--- src/hw/rtl/vrp_divider.sv ---
`timescale 1ns / 1ps
// ----------------------------------------------------------------------------
// vrp_divider
// Pipelined restoring divider, one quotient bit per register stage.
// ----------------------------------------------------------------------------
module vrp_divider #(
	parameter int NW = 42,
	parameter int DW = 31,
	parameter int QW = 18
) (
	input  logic          clk,
	input  logic [NW-1:0] num,
	input  logic [DW-1:0] den,
	output logic [QW-1:0] quo
);
	localparam int WW = ((NW > DW + QW) ? NW : DW + QW) + 1;

	logic [WW-1:0] rem_s [QW];
	logic [DW-1:0] den_s [QW];
	logic [QW-1:0] quo_s [QW+1];

	assign rem_s[0] = WW'(num);
	assign den_s[0] = den;
	assign quo_s[0] = '0;

	// The quotient must fit in QW bits; the caller flags the other case.
	for (genvar k = 0; k < QW; k++) begin : g_step
		logic [WW-1:0] sub;
		logic          take;
		assign sub  = WW'(den_s[k]) << (QW - 1 - k);
		assign take = rem_s[k] >= sub;
		always_ff @(posedge clk) begin
			quo_s[k+1] <= quo_s[k] | (QW'(take) << (QW - 1 - k));
		end
		if (k < QW - 1) begin : g_carry
			always_ff @(posedge clk) begin
				rem_s[k+1] <= take ? rem_s[k] - sub : rem_s[k];
				den_s[k+1] <= den_s[k];
			end
		end
	end

	assign quo = quo_s[QW];

endmodule

--- config.mk ---
export PLATFORM = sky130hd
export DESIGN_NAME = vrp_divider
export DESIGN_NICKNAME = d
export VERILOG_FILES = /design/src/hw/rtl/vrp_divider.sv
export SDC_FILE = /design/constraint.sdc
export NUM_CORES = 2
export LEC_CHECK = 0
export BUFFER_PORTS_ARGS = -buffer_cell sky130_fd_sc_hd__buf_2
export CORE_ASPECT_RATIO = 1.5
export CORE_MARGIN = 10
export CORE_UTILIZATION = 50
export CTS_CLUSTER_DIAMETER = 50
export CTS_CLUSTER_SIZE = 14
export DETAILED_ROUTE_END_ITERATION = 10
export PLACE_DENSITY = 0.66
export SYNTH_ARGS = -nofsm -noshare
export SYNTH_HDL_FRONTEND = slang
export SYNTH_SLANG_ARGS = --single-unit
--- constraint.sdc ---
create_clock -name clk -period 5.95 [get_ports clk]
set_input_delay 0.2975 -clock clk [delete_from_list [all_inputs] [get_ports clk]]
set_output_delay 0.2975 -clock clk [all_outputs]
set_load 0.02 [all_outputs]
==> reports/metrics.yaml <==
floorplanning:
  die_x_um: 326
  io_pins: 92
  design.core.area_mm2: 0.140
  start_util_pct: 50.4
  die_area_mm2: 0.157
  fp.dieH_um: 480
  row_count: 168
sta:
  fin_tns_setup_ps: 0
  max_clock_freq_mhz: 210
  skew_ps: 29.3
  timing.hold.ws_ps: 144
  rsz0062_at_grt: "no"
  finalSetupViolations: 0
  worst_slew_pin_slew_ps: 1120
  hold_violations: 0
  finalCriticalPeriod_ps: 4770
  maxSlewHeadroom_pct: 24.6
  period_share_pct: 80.1
  slew_viol_final: 0
logic_synthesis:
  synth_fp_nets: 8403
  async_flop_share_pct: 0
  ys_warn_count: 0
  synthesis.area_mm2: 0.0704
  synth_area_per_cell_um2: 9.07
  synth_cell_types: 102
  synthCells: 7760
  seq_area_frac_synth_pct: 44.0
  synth-seq-cells: 1547
  synth-edff-count: 0
  synth_top_flop_cell: "dfxtp_1"
worst_setup_path:
  cpMaxStageDelayCell: "a311oi_1"
  slowest_delay_ps: 700
  path_buf_inv: 3
  critical_path_class: "register to register"
  cp_max_fo: 32
  critPathArrivalTime_ps: 5450
  cp-end-kind: "register"
  path_delay_family: "compound AO/OA/AOI/OAI gates"
  crit_top_cell: "inv_1"
  critPathRequiredTime_ps: 6630
  cp-start-kind: "register"
  cp_cell_sequence: "inv_1 -> ha_1 -> inv_1 -> fa_1 -> a211oi_1 -> o211ai_1 -> a41oi_1 -> o31ai_2 -> a311oi_1 -> o21ai_1 -> a21boi_4 -> buf_4 -> mux2_2"
placed_design:
  placedCellCount: 9539
  port_buffers: 91
  dp.final_hpwl_um: 150000
  gp_congestion: 0.953
layout:
  syn_to_final_growth_pct: 10.7
  drive_gt1_share_pct: 6.78
  finalNonFillerCells: 9836
  nNetsFinal: 8532
  fin_util_pct: 55.8
power:
  p_per_area_mw_per_mm2: 537
  leakage_nw: 34.7
  peakVddDrop_uv: 308
drt:
  drtAntennaViolNets: 0
  drt_iter0_markers: 2040
  first_pass_iters: 8
  detail_route.wl_per_cell_um: 18.7
  vias: 53800
  routed_wl_um: 184000
  route.detailed.drc: 0
  post_drt_via_cell_ratio: 5.47
grt:
  gr-usage-all-layers_pct: 22.8
  antenna_found_initial: 1
  grt_pass1_vias: 55900
  grt.overflow.total: 0
  grt_max_degree: 65
  grt_pass1_wl_um: 282000
flow_run:
  cap_viol_max_count: 0
cts:
  cts_buffers: 145
  htree_levels: 4
  clk_pin_slew_worst_paths_ps: 70
  clock_latency_ps: 800
  ctsResizeCount: 0
  clock_path_buffers: 3
  clock-root-buffer: "clkbuf_16"
  clkSinkCount: 1547
  cts_tree: "built"
run_status:
  status: "finished, final reports clean"
worst_hold_path:
  worstHoldPathType: "input port to register"
-- routing by layer --
layer	up-vias	routed length (um)	GRT usage (%)
met5	-	0	0
met4	0	18600	21.1
met3	657	4440	2.94
met2	1145	108000	49.0
met1	24800	53200	15.9
li1	27200	-	-
-- kinds of logic after synthesis --
kind of cell,synth area share [%]
adders and majority gates,10.3
buffers and inverters,5.09
muxes,1.57
AOI/OAI and AO/OA,17.6
and+or+nand+nor,13.9
xor gates and xnor gates,7.57
DFF,44.0
-- cell type report --
type | instances | area (um2)
clock buffers | 173 | 3980
repair buffers | 207 | 1530
diodes | 1 | 2.50
inverters | 700 | 2630
multi-input cells | 5288 | 36000
flip-flops and latches | 1547 | 31000
fillers | 12500 | 61900
clock inverters | 50 | 485
well taps | 1870 | 2340
-- cell usage after synthesis, drive strengths merged (12+ instances only) --
cell / n / area [um2]
a21oi: 634 / 3180
buf: 62 / 343
nand4b: 16 / 140
a211o: 13 / 114
dfxtp: 1547 / 31000
nor4b: 22 / 193
a21o: 270 / 2030
o22ai: 12 / 75.1
nand4: 115 / 719
and2: 27 / 170
or3: 59 / 384
ha: 552 / 6910
a221oi: 14 / 141
mux2: 91 / 1030
and4: 21 / 184
or2: 31 / 194
o31a: 14 / 123
nand2b: 79 / 494
nor2: 458 / 1720
o21ai: 557 / 2790
inv: 700 / 2630
a211oi: 48 / 375
and3: 51 / 319
a2111oi: 14 / 136
clkbuf: 163 / 612
nor3: 119 / 601
or4: 25 / 188
xnor2: 326 / 2860
xor2: 282 / 2470
a31oi: 54 / 344
o21bai: 67 / 503
a21boi: 20 / 158
fa: 17 / 340
nand2: 657 / 2470
nand3: 117 / 591
o21a: 71 / 533
nor2b: 64 / 400
nor3b: 17 / 128
o211ai: 42 / 315
nor4: 91 / 584
o31ai: 58 / 464
nand3b: 17 / 128
-- cells in the final DEF (no fill, tap or decap), types with 69 or more instances in the layout --
master / synthesis / final
o21a_1: 71 / 69
xnor2_1: 325 / 325
mux2_2: 89 / 89
a21oi_1: 631 / 630
a21o_1: 270 / 269
nor3_1: 118 / 118
inv_1: 698 / 698
clkbuf_16: 0 / 148
nand4_1: 115 / 115
nand3_1: 116 / 116
nor2_1: 458 / 456
buf_2: 31 / 91
dlygate4sd3_1: 0 / 73
nand2b_1: 79 / 79
o21ai_0: 545 / 545
nand2_1: 657 / 656
dfxtp_1: 1547 / 1547
nor4_1: 90 / 85
ha_1: 552 / 552
xor2_1: 282 / 282
-- final timing paths --
path | cells after the start | start | to | slack (ps)
min reg2reg | 0 | quo_s[211] | quo_s[193] | 320
max | 13 | rem_s[306] | rem_s[257] | 1180
min | 2 | den[22] | den_s[518] | 140
max reg2reg | 13 | rem_s[306] | rem_s[257] | 1180
-- repair_timing --
item / in CTS / in global routing
setup buffers: 0 / 0
endpoints found under the hold margin: 76 / 0
hold buffers: 73 / 0
setup endpoints to repair: 0 / 0
-- through the flow --
stage               setup slack (ps)  total power (W)  instance area, um2
global placement                1160           0.0328               72700
finish                          1180           0.0419               77900
detailed placement              1170           0.0331               72700
global route                     908           0.0446               77900
floorplan                       2650           0.0282               70400
CTS                             1160           0.0420               77900
-- power breakdown --
| group | total, W | internal [W] | switching (W) |
|---|---|---|---|
| Clock | 0.00884 | 0.00489 | 0.00395 |
| Sequential | 0.0149 | 0.0131 | 0.00172 |
| Combinational | 0.0182 | 0.00767 | 0.0105 |
| Total | 0.0419 | 0.0257 | 0.0162 |
-- sequential cells by signal, indices dropped and copies added, names as in the netlist --
signal and cells:
quo_s 153, rem_s 849, den_s 527, quo 18
(Power assumes the default switching activity.)
